--- src/hw/rtl/i2csrt_pkg.sv ---
package i2csrt_pkg;

    localparam int unsigned WordCount = 4;

    localparam logic [7:0] AddrMask    = 8'hF8;
    localparam logic [7:0] NackByte    = 8'hFF;
    localparam logic [7:0] AckByte     = 8'h00;
    localparam logic [7:0] PtrIdle     = 8'hFF;
    localparam logic [7:0] PtrConfig   = 8'h01;
    localparam logic [7:0] PtrLimit0   = 8'h02;
    localparam logic [7:0] PtrLimit1   = 8'h03;
    localparam logic [7:0] OwnAddrRst  = 8'h90;

    localparam logic [3:0] CountNone = 4'd0;
    localparam logic [3:0] CountAck  = 4'd1;
    localparam logic [3:0] CountByte = 4'd8;

    typedef enum logic [3:0] {
        PH_IDLE     = 4'd0,
        PH_RX_ADDR  = 4'd1,
        PH_CHK_ADDR = 4'd2,
        PH_RX_PTR   = 4'd3,
        PH_RX_DATA  = 4'd4,
        PH_PTR_ACK  = 4'd5,
        PH_DATA_ACK = 4'd6,
        PH_TX_HIGH  = 4'd7,
        PH_RX_MACK  = 4'd8,
        PH_CHK_MACK = 4'd9
    } phase_t;

    typedef logic [WordCount-1:0][15:0] word_arr_t;

    typedef struct packed {
        phase_t      phase;
        logic [1:0]  bytes_left;
        logic [7:0]  pointer;
        logic [1:0]  chip_select;
        logic [7:0]  config_store;
        logic [15:0] limit0;
        logic [15:0] limit1;
        logic        sda_enable;
    } seq_state_t;

    typedef struct packed {
        logic [1:0]  selected_chip;
        logic [15:0] limit_word_1;
        logic [15:0] limit_word_0;
        logic [7:0]  config_value;
        logic [3:0]  bit_count;
        logic        sda_output_enable;
        logic [7:0]  shift_value;
        logic        shift_load;
    } result_t;

endpackage

--- src/hw/rtl/i2c_slave_register_target.sv ---
// Byte-level sequencer for an I2C slave shift unit.
// Input channel (s_*): one transaction per shift-unit event (start condition,
// finished byte or finished acknowledge bit), carrying the received byte and
// the four readable words. Output channel (m_*): exactly one result per event,
// giving the shift register load, SDA drive, next bit count and the stored
// write registers. Configuration channel (cfg_*): the slave address byte; it
// is always ready. It must be written only while no event is in flight;
// the block itself does not enforce this. An accepted event is captured in
// an input register that feeds the sequencer logic, which writes the result
// register and the protocol state in the same cycle, so one event per cycle
// is sustained while the receiver keeps m_tready high.
// Reset clears the protocol to idle, the pointer to 0xFF, the stored
// registers to zero and the address byte to 0x90; both pipeline registers
// come up empty. When the receiver stalls, the result register holds its
// transaction and the input register takes one more event before s_tready
// drops.
module i2c_slave_register_target (
    input  logic        aclk,
    input  logic        aresetn,
    input  logic        s_tvalid,
    output logic        s_tready,
    // shift_in[7:0], slave_word_0[23:8], slave_word_1[39:24],
    // slave_word_2[55:40], slave_word_3[71:56]
    input  logic [71:0] s_tdata,
    // start_seen[0]
    input  logic        s_tuser,
    output logic        m_tvalid,
    input  logic        m_tready,
    // shift_load[0], shift_value[8:1], sda_output_enable[9], bit_count[13:10],
    // config_value[21:14], limit_word_0[37:22], limit_word_1[53:38],
    // selected_chip[55:54]
    output logic [55:0] m_tdata,
    input  logic        cfg_valid,
    output logic        cfg_ready,
    input  logic [7:0]  cfg_data
);

    logic                   in_valid_reg;
    logic [71:0]            in_data_reg;
    logic                   in_start_reg;
    logic                   out_valid_reg;
    i2csrt_pkg::result_t    out_data_reg;
    i2csrt_pkg::seq_state_t state_reg;
    i2csrt_pkg::seq_state_t state_next;
    i2csrt_pkg::result_t    result_next;
    logic [7:0]             own_addr_reg;
    logic                   advance;
    i2csrt_pkg::word_arr_t  words;

    assign advance   = in_valid_reg && (!out_valid_reg || m_tready);
    assign s_tready  = !in_valid_reg || advance;
    assign cfg_ready = 1'b1;
    assign m_tvalid  = out_valid_reg;
    assign m_tdata   = out_data_reg;

    assign words = in_data_reg[71:8];

    i2csrt_seq u_seq (
        .cur_state  (state_reg),
        .own_addr   (own_addr_reg),
        .start_seen (in_start_reg),
        .shift_in   (in_data_reg[7:0]),
        .words      (words),
        .nxt_state  (state_next),
        .result     (result_next)
    );

    always_ff @(posedge aclk) begin
        if (!aresetn) begin
            in_valid_reg  <= 1'b0;
            out_valid_reg <= 1'b0;
            own_addr_reg  <= i2csrt_pkg::OwnAddrRst;
            state_reg     <= '{phase:        i2csrt_pkg::PH_IDLE,
                               bytes_left:   2'd0,
                               pointer:      i2csrt_pkg::PtrIdle,
                               chip_select:  2'd0,
                               config_store: 8'd0,
                               limit0:       16'd0,
                               limit1:       16'd0,
                               sda_enable:   1'b0};
        end else begin
            if (s_tready) begin
                in_valid_reg <= s_tvalid;
            end
            if (advance) begin
                out_valid_reg <= 1'b1;
                state_reg     <= state_next;
            end else if (m_tready) begin
                out_valid_reg <= 1'b0;
            end
            if (cfg_valid) begin
                own_addr_reg <= cfg_data;
            end
        end
    end

    always_ff @(posedge aclk) begin
        if (s_tready && s_tvalid) begin
            in_data_reg  <= s_tdata;
            in_start_reg <= s_tuser;
        end
        if (advance) begin
            out_data_reg <= result_next;
        end
    end

endmodule

--- src/hw/rtl/i2csrt_seq.sv ---
module i2csrt_seq (
    input  i2csrt_pkg::seq_state_t cur_state,
    input  logic [7:0]             own_addr,
    input  logic                   start_seen,
    input  logic [7:0]             shift_in,
    input  i2csrt_pkg::word_arr_t  words,
    output i2csrt_pkg::seq_state_t nxt_state,
    output i2csrt_pkg::result_t    result
);

    i2csrt_pkg::phase_t ph;
    logic               addr_match;
    logic [7:0]         tx_byte;
    logic               load;
    logic [7:0]         value;
    logic [3:0]         count;

    // A start condition restarts the address phase before the event is handled.
    assign ph         = start_seen ? i2csrt_pkg::PH_RX_ADDR : cur_state.phase;
    assign addr_match = (shift_in & i2csrt_pkg::AddrMask) == (own_addr & i2csrt_pkg::AddrMask);

    always_comb begin
        nxt_state       = cur_state;
        nxt_state.phase = ph;
        case (ph)
            i2csrt_pkg::PH_RX_ADDR: begin
                nxt_state.phase = i2csrt_pkg::PH_CHK_ADDR;
            end
            i2csrt_pkg::PH_CHK_ADDR: begin
                if (addr_match) begin
                    nxt_state.phase       = shift_in[0] ? i2csrt_pkg::PH_TX_HIGH
                                                        : i2csrt_pkg::PH_RX_PTR;
                    nxt_state.chip_select = shift_in[2:1];
                    nxt_state.bytes_left  = 2'd2;
                    nxt_state.sda_enable  = 1'b1;
                end else begin
                    nxt_state.phase   = i2csrt_pkg::PH_IDLE;
                    nxt_state.pointer = i2csrt_pkg::PtrIdle;
                end
            end
            i2csrt_pkg::PH_RX_PTR: begin
                nxt_state.sda_enable = 1'b0;
                nxt_state.phase      = i2csrt_pkg::PH_PTR_ACK;
            end
            i2csrt_pkg::PH_PTR_ACK: begin
                nxt_state.pointer = shift_in;
                if (shift_in == i2csrt_pkg::PtrConfig) begin
                    nxt_state.bytes_left = 2'd1;
                end
                nxt_state.phase      = i2csrt_pkg::PH_RX_DATA;
                nxt_state.sda_enable = 1'b1;
            end
            i2csrt_pkg::PH_RX_DATA: begin
                nxt_state.phase      = i2csrt_pkg::PH_DATA_ACK;
                nxt_state.sda_enable = 1'b0;
            end
            i2csrt_pkg::PH_DATA_ACK: begin
                if (cur_state.bytes_left != 2'd0) begin
                    case (cur_state.pointer)
                        i2csrt_pkg::PtrConfig: nxt_state.config_store = shift_in;
                        i2csrt_pkg::PtrLimit0: nxt_state.limit0 = {cur_state.limit0[7:0], shift_in};
                        i2csrt_pkg::PtrLimit1: nxt_state.limit1 = {cur_state.limit1[7:0], shift_in};
                        default: ;
                    endcase
                    nxt_state.bytes_left = cur_state.bytes_left - 2'd1;
                    nxt_state.phase      = i2csrt_pkg::PH_RX_DATA;
                    nxt_state.sda_enable = 1'b1;
                end else begin
                    nxt_state.sda_enable = 1'b0;
                    nxt_state.phase      = i2csrt_pkg::PH_IDLE;
                    nxt_state.bytes_left = 2'd0;
                    nxt_state.pointer    = i2csrt_pkg::PtrIdle;
                end
            end
            i2csrt_pkg::PH_TX_HIGH: begin
                nxt_state.sda_enable = 1'b1;
                nxt_state.phase      = i2csrt_pkg::PH_RX_MACK;
            end
            i2csrt_pkg::PH_RX_MACK: begin
                nxt_state.sda_enable = 1'b0;
                nxt_state.phase      = i2csrt_pkg::PH_CHK_MACK;
            end
            i2csrt_pkg::PH_CHK_MACK: begin
                if (shift_in[0]) begin
                    nxt_state.sda_enable = 1'b0;
                    nxt_state.phase      = i2csrt_pkg::PH_IDLE;
                    nxt_state.bytes_left = 2'd0;
                    nxt_state.pointer    = i2csrt_pkg::PtrIdle;
                end else begin
                    nxt_state.sda_enable = 1'b1;
                    nxt_state.phase      = i2csrt_pkg::PH_RX_MACK;
                end
            end
            default: ;
        endcase
    end

    assign tx_byte = ph == i2csrt_pkg::PH_TX_HIGH ? words[cur_state.chip_select][15:8]
                                                  : words[cur_state.chip_select][7:0];

    always_comb begin
        load  = 1'b0;
        value = i2csrt_pkg::AckByte;
        count = i2csrt_pkg::CountNone;
        case (ph)
            i2csrt_pkg::PH_RX_ADDR: begin
                count = i2csrt_pkg::CountByte;
            end
            i2csrt_pkg::PH_CHK_ADDR: begin
                if (addr_match) begin
                    load  = 1'b1;
                    count = i2csrt_pkg::CountAck;
                end
            end
            i2csrt_pkg::PH_RX_PTR: begin
                count = i2csrt_pkg::CountByte;
            end
            i2csrt_pkg::PH_PTR_ACK: begin
                load  = 1'b1;
                count = i2csrt_pkg::CountAck;
            end
            i2csrt_pkg::PH_RX_DATA: begin
                load  = 1'b1;
                count = i2csrt_pkg::CountByte;
            end
            i2csrt_pkg::PH_DATA_ACK: begin
                load = 1'b1;
                if (cur_state.bytes_left != 2'd0) begin
                    count = i2csrt_pkg::CountAck;
                end else begin
                    value = i2csrt_pkg::NackByte;
                end
            end
            i2csrt_pkg::PH_TX_HIGH: begin
                load  = 1'b1;
                value = tx_byte;
                count = i2csrt_pkg::CountByte;
            end
            i2csrt_pkg::PH_RX_MACK: begin
                count = i2csrt_pkg::CountAck;
            end
            i2csrt_pkg::PH_CHK_MACK: begin
                if (!shift_in[0]) begin
                    load  = 1'b1;
                    value = tx_byte;
                    count = i2csrt_pkg::CountByte;
                end
            end
            default: ;
        endcase
    end

    always_comb begin
        result.shift_load        = load;
        result.shift_value       = value;
        result.sda_output_enable = nxt_state.sda_enable;
        result.bit_count         = count;
        result.config_value      = nxt_state.config_store;
        result.limit_word_0      = nxt_state.limit0;
        result.limit_word_1      = nxt_state.limit1;
        result.selected_chip     = nxt_state.chip_select;
    end

endmodule

--- config.mk ---
export PLATFORM = sky130hd
export DESIGN_NAME = i2c_slave_register_target
export DESIGN_NICKNAME = d
export VERILOG_FILES = /design/src/hw/rtl/i2csrt_pkg.sv /design/src/hw/rtl/i2c_slave_register_target.sv /design/src/hw/rtl/i2csrt_seq.sv
export SDC_FILE = /design/constraint.sdc
export NUM_CORES = 1
export LEC_CHECK = 0
export BUFFER_PORTS_ARGS = -buffer_cell sky130_fd_sc_hd__buf_2
export CAP_MARGIN = 30
export CORE_MARGIN = 2
export CORE_UTILIZATION = 45
export CTS_CLUSTER_DIAMETER = 120
export DETAILED_ROUTE_END_ITERATION = 8
export GPL_TIMING_DRIVEN = 0
export HOLD_SLACK_MARGIN = 0.1
export PLACE_DENSITY = 0.67
export RECOVER_POWER = 100
export SETUP_SLACK_MARGIN = 0.5
export SYNTH_ARGS = -nofsm -noshare
export SYNTH_HDL_FRONTEND = slang
export SYNTH_SLANG_ARGS = --single-unit
--- constraint.sdc ---
create_clock -name aclk -period 8 [get_ports aclk]
set_input_delay 1.6 -clock aclk [delete_from_list [all_inputs] [get_ports aclk]]
set_output_delay 1.6 -clock aclk [all_outputs]
set_load 0.05 [all_outputs]
==> flow_summary_export.csv <==
group,metric,value,unit
sta,relSlewSlack,-164,%
sta,fin_skew,0.00507,ns
global_routing,grt_overflow_total,0,
drt,wl_per_cell,17.1,µm
worst_setup_path,critical_path.max_fanout,38,
layout,areaGrowthSynthToFinish,18.3,%
clocking,cts_buffers,17,
die,die_h,136,µm
sta,finalMaxSlewViolations,113,
drt,dr_total_vias,4938,
worst_setup_path,critical_path.startpoint_type,"input pin",
die,die_area,18500,µm²
clocking,ctsResizeCount,0,
die,core-area,17200,µm²
pwr,p_leak,0.00352,µW
logic_synthesis,synth_top_area_cell,"edfxtp_1",
die,io_pins,145,
logic_synthesis,post-synth-top-area-fraction,48.7,%
layout,layout.nets,803,
layout,largest_register_ffs,72,
status,outcome,"complete, but fails checks",
clocking,cts_max_path_buffers,2,
drt,wl_met2,7760,µm
job,cap_viol_max_count,2,
logic_synthesis,synth_area_per_cell,14.0,µm²
clocking,tritoncts,"yes",
logic_synthesis,ys_top_cells_by_area,"edfxtp_1 (49%), dfxtp_1 (16%), mux2i_1 (6.9%)",
sta,worst_slack,3.10,ns
logic_synthesis,synth_most_common_cell,"edfxtp_1",
clocking,cts_sinks,191,
pwr,power,2150,µW
logic_synthesis,seq_area_frac_synth,65.1,%
drt,vias_per_cell,5.17,
sta,finalHoldViolCount,0,
global_routing,grt_pass1_wl,25300,µm
sta,worstMarginPinSlew,3.95,ns
sta,rsz0062_at_grt,"false",
clocking,path_clk_slew,0.07,ns
layout,insertedDiodeCount,0,
worst_setup_path,cp-end-kind,"flop",
drt,drc,0,
logic_synthesis,synth_edf_count,127,
clocking,holdBufCountCts,0,
drt,wl_met3,1180,µm
logic_synthesis,synth_cells,558,
die,start_util,45.6,%
logic_synthesis,async_flop_share,0,%
sta,setup_violations,0,
global_routing,grt_max_degree,74,
sta,fin_crit_sh,61.3,%
placed_design,io_buffer_count,136,
clocking,clockRootBuffer,"clkbuf_16",
placed_design,detailed_place_hpwl,11100,µm
drt,wirelength,16300,µm
clocking,post-cts-setup-buffers,0,
logic_synthesis,ys_seq_elements,191,
drt,met1_length,7180,µm
worst_setup_path,crit_arrival,4.81,ns
clocking,clock_latency,0.43,ns
global_routing,grt_pass1_vias,4844,
global_routing,track_usage,18.3,%
logic_synthesis,netlist_area,7830,µm²
worst_setup_path,required,7.90,ns
drt,drt-pass1-iter-count,4,
logic_synthesis,ys_warn_count,0,
drt,ant_nets,0,
worst_setup_path,crit_type,"in -> reg",
status,violations,"max-capacitance violations, max-slew violations",
global_routing,antenna_found_initial,1,
sta,fmax,204,MHz
sta,finalCriticalPeriod,4.90,ns
layout,drive_gt1_share,21.8,%
drt,drtIter0Drc,344,
pwr,peakVddDrop,141,µV
drt,routed.top_layer,"met5",
hold_path,hp-class,"reg -> reg",
die,die_w,136,µm
logic_synthesis,synthTopCellsByCount,"edfxtp_1 (127), nor2_1 (73), dfxtp_1 (64), mux2i_1 (54)",
placed_design,place_congestion,0.846,
placed_design,pre_cts_slack,4.17,ns
logic_synthesis,ys.flop_type,"edfxtp_1",
sta,fin_setup_tns,0,ns
logic_synthesis,ys_types,53,
clocking,cts-htree-levels,4,
die,num_rows,48,
pwr,power.density,232,nW/µm²
==> cell families (layout without fill, tap and decap cells) <==
kind of cell,Yosys count,count (layout),synth area share (%)
other cells,2,3,0.0959
mux,109,109,17.5
xor+xnor,7,7,0.783
compound gates,49,49,3.92
simple gates,149,149,9.41
flops,191,191,65.1
buf+inv,51,222,3.21
==> worst paths after layout <==
kind / to / cells after the start / from / slack (ns)
hold / removal: state_reg[9] / 2 / state_reg[9] / 0.50
setup / recovery: m_tdata[38] / 6 / m_tready / 3.10
setup reg to reg: in_data_reg[5] / 4 / m_tvalid / 4.00
hold reg to reg: state_reg[9] / 2 / state_reg[9] / 0.50
==> per-layer routing <==
metal | GRT usage [%] | vias to the layer above
li1 | - | 2360
met1 | 23.7 | 2384
met2 | 29.9 | 172
met3 | 4.74 | 20
met4 | 6.48 | 2
met5 | 0 | -
==> cell usage in the layout, fill, tap and decap left out, types with 3 or more instances in the layout <==
cell type / n
buf_2: 79
inv_1: 8
mux2_1: 17
or3_1: 3
mux2_2: 22
buf_4: 4
clkbuf_1: 95
mux2i_1: 54
edfxtp_1: 127
a22oi_1: 8
nand3_1: 5
and3_1: 5
xor2_1: 5
nand2_1: 31
buf_1: 3
nor4_1: 3
nor3_1: 8
clkinv_8: 3
a21oi_1: 15
o21ai_0: 14
inv_6: 3
dfxtp_1: 64
mux4_2: 16
nor2_1: 75
conb_1: 3
clkbuf_16: 17
inv_8: 3
bufinv_16: 3
==> metrics by stage <==
stage	hold WS [ns]	cells	area, µm²	utilization [%]
after floorplan	0.450	559	7830	-
after global placement	0.464	920	8790	51.2
after detailed placement	0.479	923	8850	51.5
after CTS	0.500	955	9500	55.3
after global routing	0.518	955	9270	53.9
final	0.496	955	9270	53.9
==> critical path, cell delays in order <==
cell and delay [ns]:
buf_2 0.09, nor2b_1 0.20, nand2b_1 0.18, clkbuf_1 0.49
clkinvlp_2 1.21, clkbuf_1 1.00
==> power by group <==
group          leakage, µW  internal, µW  switching [µW]
registers          0.00174          1090            10.9
logic              0.00146          39.3             103
clock network     0.000313           510             395
==> final cells by class <==
| type | instances | area, µm² |
|---|---|---|
| fillers | 1475 | 7910 |
| flip-flops and latches | 191 | 5090 |
| plain buffers | 42 | 174 |
| well taps | 225 | 282 |
| clock inverters | 15 | 224 |
| inverters | 9 | 35.0 |
| repair buffers | 139 | 619 |
| clock buffers | 17 | 425 |
| multi-input cells | 317 | 2410 |
Power figures use the tool's default switching activity.
